### config.mk
export PLATFORM = sky130hd
export DESIGN_NAME = move_to_front_recency_list_core
export DESIGN_NICKNAME = d
export VERILOG_FILES = /design/src/hw/rtl/mtfl_pkg.sv /design/src/hw/rtl/mtfl_store.sv /design/src/hw/rtl/move_to_front_recency_list_core.sv
export SDC_FILE = /design/constraint.sdc
export NUM_CORES = 2
export LEC_CHECK = 0
export BUFFER_PORTS_ARGS = -buffer_cell sky130_fd_sc_hd__buf_2
export CAP_MARGIN = 30
export CORE_MARGIN = 2
export CORE_UTILIZATION = 29
export CTS_CLUSTER_DIAMETER = 100
export DETAILED_ROUTE_END_ITERATION = 10
export HOLD_SLACK_MARGIN = 0.05
export MAX_ROUTING_LAYER = met4
export PLACE_DENSITY = 0.46
export SLEW_MARGIN = 20
export SYNTH_ARGS = -nofsm -noshare
export SYNTH_HDL_FRONTEND = slang
export SYNTH_SLANG_ARGS = --single-unit
### constraint.sdc
create_clock -name clk -period 6.15 [get_ports clk]
set_input_delay 0.615 -clock clk [delete_from_list [all_inputs] [get_ports clk]]
set_output_delay 0.615 -clock clk [all_outputs]
set_load 0.005 [all_outputs]
### src/hw/rtl/mtfl_pkg.sv
package mtfl_pkg;

    localparam int LIST_DEPTH = 64;
    localparam int ADDR_W     = (LIST_DEPTH > 1) ? $clog2(LIST_DEPTH) : 1;
    localparam int CNT_W      = $clog2(LIST_DEPTH + 1);
    localparam int ID_W       = 30;
    localparam int POS_W      = 6;
    localparam int LCNT_W     = 7;
    localparam int ACT_W      = 2;
    localparam int IDX_W      = (CNT_W > POS_W) ? CNT_W : POS_W;

    localparam logic [ACT_W-1:0] ACT_TOUCH = 2'd0;
    localparam logic [ACT_W-1:0] ACT_READ  = 2'd1;
    localparam logic [ACT_W-1:0] ACT_CLEAR = 2'd2;

    typedef struct packed {
        logic              we;
        logic [ADDR_W-1:0] waddr;
        logic [ID_W-1:0]   wdata;
        logic              re;
        logic [ADDR_W-1:0] raddr;
    } store_req_t;

    typedef struct packed {
        logic              evicted;
        logic              was_present;
        logic [LCNT_W-1:0] list_count;
        logic              entry_valid;
        logic [ID_W-1:0]   entry_id;
    } result_t;

endpackage

### src/hw/rtl/mtfl_store.sv
module mtfl_store
(
    input  logic                       clk,
    input  mtfl_pkg::store_req_t       req,
    output logic [mtfl_pkg::ID_W-1:0]  rdata
);

    logic [mtfl_pkg::ID_W-1:0] mem [mtfl_pkg::LIST_DEPTH];

    always_ff @(posedge clk)
    begin
        if (req.we)
        begin
            mem[req.waddr] <= req.wdata;
        end
        if (req.re)
        begin
            rdata <= mem[req.raddr];
        end
    end

endmodule

### src/hw/rtl/move_to_front_recency_list_core.sv
// Move-to-front recency list of up to LIST_DEPTH distinct 30-bit ids, most recent at position 0,
// held in one single-port-style memory and walked by one comparator. A touch scans from the
// front, rippling each entry one place back, until it meets the id or the end of the list:
// each entry scanned takes a registered memory read, then a compare and write back. One
// request is in work at a time; a finished result sits in an output register while the next
// request is taken. A touch of a new id into a full list drops the least recent entry and
// reports evicted.
module move_to_front_recency_list_core
(
    input  logic        clk,
    input  logic        rst_n,
    input  logic        s_axis_tvalid,
    output logic        s_axis_tready,
    input  logic [39:0] s_axis_tdata,  // action[1:0], session_id[31:2], position[37:32], zero
    output logic        m_axis_tvalid,
    input  logic        m_axis_tready,
    output logic [39:0] m_axis_tdata   // entry_id, entry_valid, list_count, was_present, evicted
);

    typedef enum logic [3:0] {
        ST_IDLE  = 4'b0001,
        ST_FETCH = 4'b0010,
        ST_CHECK = 4'b0100,
        ST_DONE  = 4'b1000
    } state_t;

    state_t                          state_reg, state_next;
    logic [mtfl_pkg::ACT_W-1:0]      op_reg, op_next;
    logic [mtfl_pkg::ID_W-1:0]       key_reg, key_next;
    logic [mtfl_pkg::ID_W-1:0]       carry_reg, carry_next;
    logic [mtfl_pkg::CNT_W-1:0]      idx_reg, idx_next;
    logic [mtfl_pkg::CNT_W-1:0]      count_reg, count_next;
    mtfl_pkg::result_t               res_reg, res_next;
    mtfl_pkg::result_t               out_reg, out_next;
    logic                            out_valid_reg, out_valid_next;

    mtfl_pkg::store_req_t            store_req;
    logic [mtfl_pkg::ID_W-1:0]       rd_data;

    logic [mtfl_pkg::ACT_W-1:0]      in_action;
    logic [mtfl_pkg::ID_W-1:0]       in_id;
    logic [mtfl_pkg::POS_W-1:0]      in_pos;
    logic                            accept;
    logic                            out_free;
    logic                            pos_ok;

    assign in_action = s_axis_tdata[1:0];
    assign in_id     = s_axis_tdata[31:2];
    assign in_pos    = s_axis_tdata[37:32];

    assign s_axis_tready = (state_reg == ST_IDLE);
    assign accept        = s_axis_tvalid && s_axis_tready;
    assign out_free      = !out_valid_reg || m_axis_tready;
    assign pos_ok        = mtfl_pkg::IDX_W'(in_pos) < mtfl_pkg::IDX_W'(count_reg);

    assign m_axis_tvalid = out_valid_reg;
    assign m_axis_tdata  = out_reg;

    mtfl_store u_store
    (
        .clk   (clk),
        .req   (store_req),
        .rdata (rd_data)
    );

    always_comb
    begin
        state_next     = state_reg;
        op_next        = op_reg;
        key_next       = key_reg;
        carry_next     = carry_reg;
        idx_next       = idx_reg;
        count_next     = count_reg;
        res_next       = res_reg;
        out_next       = out_reg;
        out_valid_next = out_valid_reg;
        store_req      = '0;

        if (out_valid_reg && m_axis_tready)
        begin
            out_valid_next = 1'b0;
        end

        case (state_reg)
            ST_IDLE:
            begin
                if (accept)
                begin
                    op_next    = in_action;
                    key_next   = in_id;
                    carry_next = in_id;
                    res_next   = '0;
                    res_next.list_count = mtfl_pkg::LCNT_W'(count_reg);
                    case (in_action)
                        mtfl_pkg::ACT_TOUCH:
                        begin
                            idx_next   = '0;
                            state_next = ST_FETCH;
                        end
                        mtfl_pkg::ACT_READ:
                        begin
                            idx_next   = mtfl_pkg::CNT_W'(in_pos);
                            state_next = pos_ok ? ST_FETCH : ST_DONE;
                        end
                        mtfl_pkg::ACT_CLEAR:
                        begin
                            count_next          = '0;
                            res_next.list_count = '0;
                            state_next          = ST_DONE;
                        end
                        default:
                        begin
                            state_next = ST_DONE;
                        end
                    endcase
                end
            end
            ST_FETCH:
            begin
                if (op_reg == mtfl_pkg::ACT_TOUCH && idx_reg == count_reg)
                begin
                    if (count_reg == mtfl_pkg::CNT_W'(mtfl_pkg::LIST_DEPTH))
                    begin
                        res_next.evicted = 1'b1;
                    end
                    else
                    begin
                        store_req.we        = 1'b1;
                        store_req.waddr     = idx_reg[mtfl_pkg::ADDR_W-1:0];
                        store_req.wdata     = carry_reg;
                        count_next          = count_reg + 1'b1;
                        res_next.list_count = mtfl_pkg::LCNT_W'(count_reg + 1'b1);
                    end
                    state_next = ST_DONE;
                end
                else
                begin
                    store_req.re    = 1'b1;
                    store_req.raddr = idx_reg[mtfl_pkg::ADDR_W-1:0];
                    state_next      = ST_CHECK;
                end
            end
            ST_CHECK:
            begin
                if (op_reg == mtfl_pkg::ACT_TOUCH)
                begin
                    store_req.we    = 1'b1;
                    store_req.waddr = idx_reg[mtfl_pkg::ADDR_W-1:0];
                    store_req.wdata = carry_reg;
                    if (rd_data == key_reg)
                    begin
                        res_next.was_present = 1'b1;
                        state_next           = ST_DONE;
                    end
                    else
                    begin
                        carry_next = rd_data;
                        idx_next   = idx_reg + 1'b1;
                        state_next = ST_FETCH;
                    end
                end
                else
                begin
                    res_next.entry_id    = rd_data;
                    res_next.entry_valid = 1'b1;
                    state_next           = ST_DONE;
                end
            end
            ST_DONE:
            begin
                if (out_free)
                begin
                    out_next       = res_reg;
                    out_valid_next = 1'b1;
                    state_next     = ST_IDLE;
                end
            end
            default:
            begin
                state_next = ST_IDLE;
            end
        endcase
    end

    always_ff @(posedge clk or negedge rst_n)
    begin
        if (!rst_n)
        begin
            state_reg     <= ST_IDLE;
            count_reg     <= '0;
            out_valid_reg <= 1'b0;
        end
        else
        begin
            state_reg     <= state_next;
            count_reg     <= count_next;
            out_valid_reg <= out_valid_next;
        end
    end

    always_ff @(posedge clk)
    begin
        op_reg    <= op_next;
        key_reg   <= key_next;
        carry_reg <= carry_next;
        idx_reg   <= idx_next;
        res_reg   <= res_next;
        out_reg   <= out_next;
    end

    a_count_bound: assert property (@(posedge clk) disable iff (!rst_n)
        count_reg <= mtfl_pkg::CNT_W'(mtfl_pkg::LIST_DEPTH))
        else $error("list count above capacity");

    a_check_in_list: assert property (@(posedge clk) disable iff (!rst_n)
        state_reg == ST_CHECK |-> idx_reg < count_reg)
        else $error("compare beyond the end of the list");

    a_flags_exclusive: assert property (@(posedge clk) disable iff (!rst_n)
        m_axis_tvalid |-> !(out_reg.was_present && out_reg.evicted))
        else $error("hit and eviction flagged together");

    a_done_publish: assert property (@(posedge clk) disable iff (!rst_n)
        state_reg == ST_DONE && out_free |=> m_axis_tvalid && state_reg == ST_IDLE)
        else $error("finished result not moved to output");

    a_count_step: assert property (@(posedge clk) disable iff (!rst_n)
        state_reg != ST_IDLE && state_reg != ST_FETCH |=> $stable(count_reg))
        else $error("count changed outside accept or append");

endmodule

==> results_dict.tcl <==
set metrics [dict create \
    report.final.hold_viol_count 0 \
    syn-cell-area_um2 83500 \
    fin_crit_sh_pct 83.7 \
    wirelength_um 283000 \
    syn_to_final_growth_pct 18.3 \
    fmax_mhz 194 \
    routed_via_density 5.21 \
    cts_max_level 4 \
    holdWs_ns 0.121 \
    fp.dieH_um 541 \
    die_area_um2 292000 \
    p_total_uw 32200 \
    violations "antenna violations" \
    status "finished, violations left" \
    crit_type "register to register" \
    async_flop_share_pct 0.568 \
    synth_cell_types 79 \
    num_rows 197 \
    ys_seq_elements 2111 \
    p_leak_uw 0.0368 \
    place.gp.congestion 0.874 \
    clockRootBuffer "clkbuf_16" \
    ant_nets 1 \
    num_io_pins 86 \
    syn_nets 5292 \
    slew_headroom_pct 28.1 \
    finalSetupTns_ns 0 \
    clk_latency_ns 0.89 \
    dp_hpwl_um 171000 \
    vias 49700 \
    drtIter0Drc 5486 \
    core_um2 287000 \
    cts_buffer_depth 3 \
    finalClockSkew_ns 0.0451 \
    grt_usage_pct 19.5 \
    synthFlopType "edfxtp_1" \
    grt_overflow 0 \
    rsz0062_at_grt "no" \
    wire_per_inst_um 29.7 \
    final_cell_mix "edfxtp_1, nand2_1, a21oi_1" \
    cts_made_buffers 222 \
    final_common_cell "edfxtp_1" \
    worst-path-max-fanout 18 \
    grt_pass1_vias 48700 \
    required_ns 6.76 \
    grt_max_degree 106 \
    largest_reg_flops 1920 \
    fin_crit_ns 5.15 \
    tightest_slew_ns 1.07 \
    layout.nets 5598 \
    powerDensity_nw_per_um2 325 \
    drc_errors 0 \
    setup_violations 0 \
    postSynthCellCount 5240 \
    grt_pass1_wl_um 393000 \
    synth_edf_count 2099 \
    vdd_ir_drop_max_mv 0.282 \
    ys_seq_area_share_pct 75.8 \
    hp-class "primary input to register" \
    syn_area_per_cell_um2 15.9 \
    ys_warn_count 0 \
    antenna_found_initial 19 \
    cts_tree "yes" \
    path_clk_slew_ns 0.06 \
    io_buffers 83 \
    drive_gt1_share_pct 19.5 \
    cp-start-kind "register" \
    drt_first_pass_iters 6 \
    slew_violations 0 \
    cts.repair.resized 0 \
    cts_sinks 2111 \
    end_kind "register" \
    post_cts_buffers 0 \
    max_cap_viol_count 0 \
    initial_core_util_pct 29.1 \
    die_w_um 541 \
    arrival_ns 5.76 \
]
## power breakdown
part | leakage [uW] | internal [uW] | switching (uW)
Combinational | 0.00914 | 809 | 1840
Clock | 0.00350 | 7610 | 5760
Sequential | 0.0241 | 16000 | 145
## routing by layer
layer | vias up | wire length [um] | GRT usage (%)
li1 | 21300 | - | -
met1 | 26200 | 126000 | 26.6
met2 | 1876 | 131000 | 30.2
met3 | 346 | 17400 | 2.48
met4 | 0 | 8810 | 6.17
met5 | - | 0 | -
## cell type report
class                           count  area (um2)
Tap cell                         3781        4730
Sequential cell                  2111       63300
Inverter                           56         213
Multi-Input combinational cell   2723       19500
Clock inverter                    143        1450
Fill cell                       27500      189000
Clock buffer                      267        5770
Antenna cell                       16        40.0
Timing Repair Buffer              432        3800
## per-stage QoR
| step | utilization, % | cells | setup slack [ns] | cell area, um2 |
|---|---|---|---|---|
| 2_1_floorplan | - | 5240 | 1.99 | 83500 |
| 3_5_place_dp | 31.7 | 9064 | 1.09 | 91100 |
| 4_1_cts | 34.3 | 9508 | 1.07 | 98700 |
| 5_1_grt | 34.4 | 9520 | 0.850 | 98800 |
| 6_report | 34.4 | 9529 | 1.00 | 98800 |
| 3_3_place_gp | 31.6 | 9045 | 0.894 | 90700 |
## worst max-delay path, cell delays in order (launching register included)
cell and delay, ns:
dfrtp_1 0.40, or4b_1 0.91, inv_4 0.43, nand2_2 0.17
a21oi_4 0.68, nor2_2 0.35, buf_4 0.31, a311oi_1 0.84
o32ai_1 0.25, buf_4 0.27, o21ai_1 0.13, nand3_1 0.10
## kinds of logic (layout without fill, tap and decap cells)
logic type,Yosys count,after routing,synth area share (%)
fa+ha+maj,8,8,0.120
compound gates,1048,1048,8.42
xor+xnor,50,50,0.524
simple gates,1127,1127,5.95
mux,490,490,7.11
flops,2111,2111,75.8
other cells,0,16,0
buf+inv,406,898,2.07
## synthesized netlist by cell type (all sizes together) (5+ instances only)
cell	n	area, um2
a311o	5	50.1
a211o	17	149
buf	189	913
nand2	626	2350
and3	38	238
o311ai	14	123
o32ai	19	166
a32o	10	100
a311oi	42	368
and2	32	200
xnor2	21	184
inv	56	213
nor2	150	571
o221ai	101	885
edfxtp	2099	63000
dfrtp	11	275
a221oi	17	149
nand4	27	169
o22ai	97	607
o211ai	32	240
mux2i	240	2400
nor2b	35	219
a22o	9	78.8
a31oi	84	526
a21o	38	285
a2111oi	17	150
mux4	64	1440
a31o	11	96.3
ha	8	100
nor4	25	199
clkbuf	161	604
mux2	186	2090
nor3	11	55.1
o221a	20	225
o2111ai	19	166
a211oi	22	165
o21ai	163	816
xor2	29	254
a21oi	276	1400
nand3	163	816
a22oi	15	113
## worst paths after layout
| kind | startpoint | end | slack (ns) | cells after the start |
|---|---|---|---|---|
| min | s_axis_tdata[36] | idx_reg[4] | 0.12 | 3 |
| max reg2reg | state_reg[3] | u_store.rdata[3] | 1.00 | 11 |
| min reg2reg | res_reg[19] | m_axis_tdata[19] | 0.42 | 0 |
| min in group asynchronous | rst_n | count_reg[0] | 0.16 | 2 |
| max in group asynchronous | rst_n | state_reg[0] | 5.69 | 2 |
| max | state_reg[3] | u_store.rdata[3] | 1.00 | 11 |
## timing repair
item	in CTS	in global routing
endpoints found under the setup margin	0	0
endpoints found under the hold margin	75	0
hold buffers	34	0
Power figures use the tool's default switching activity.
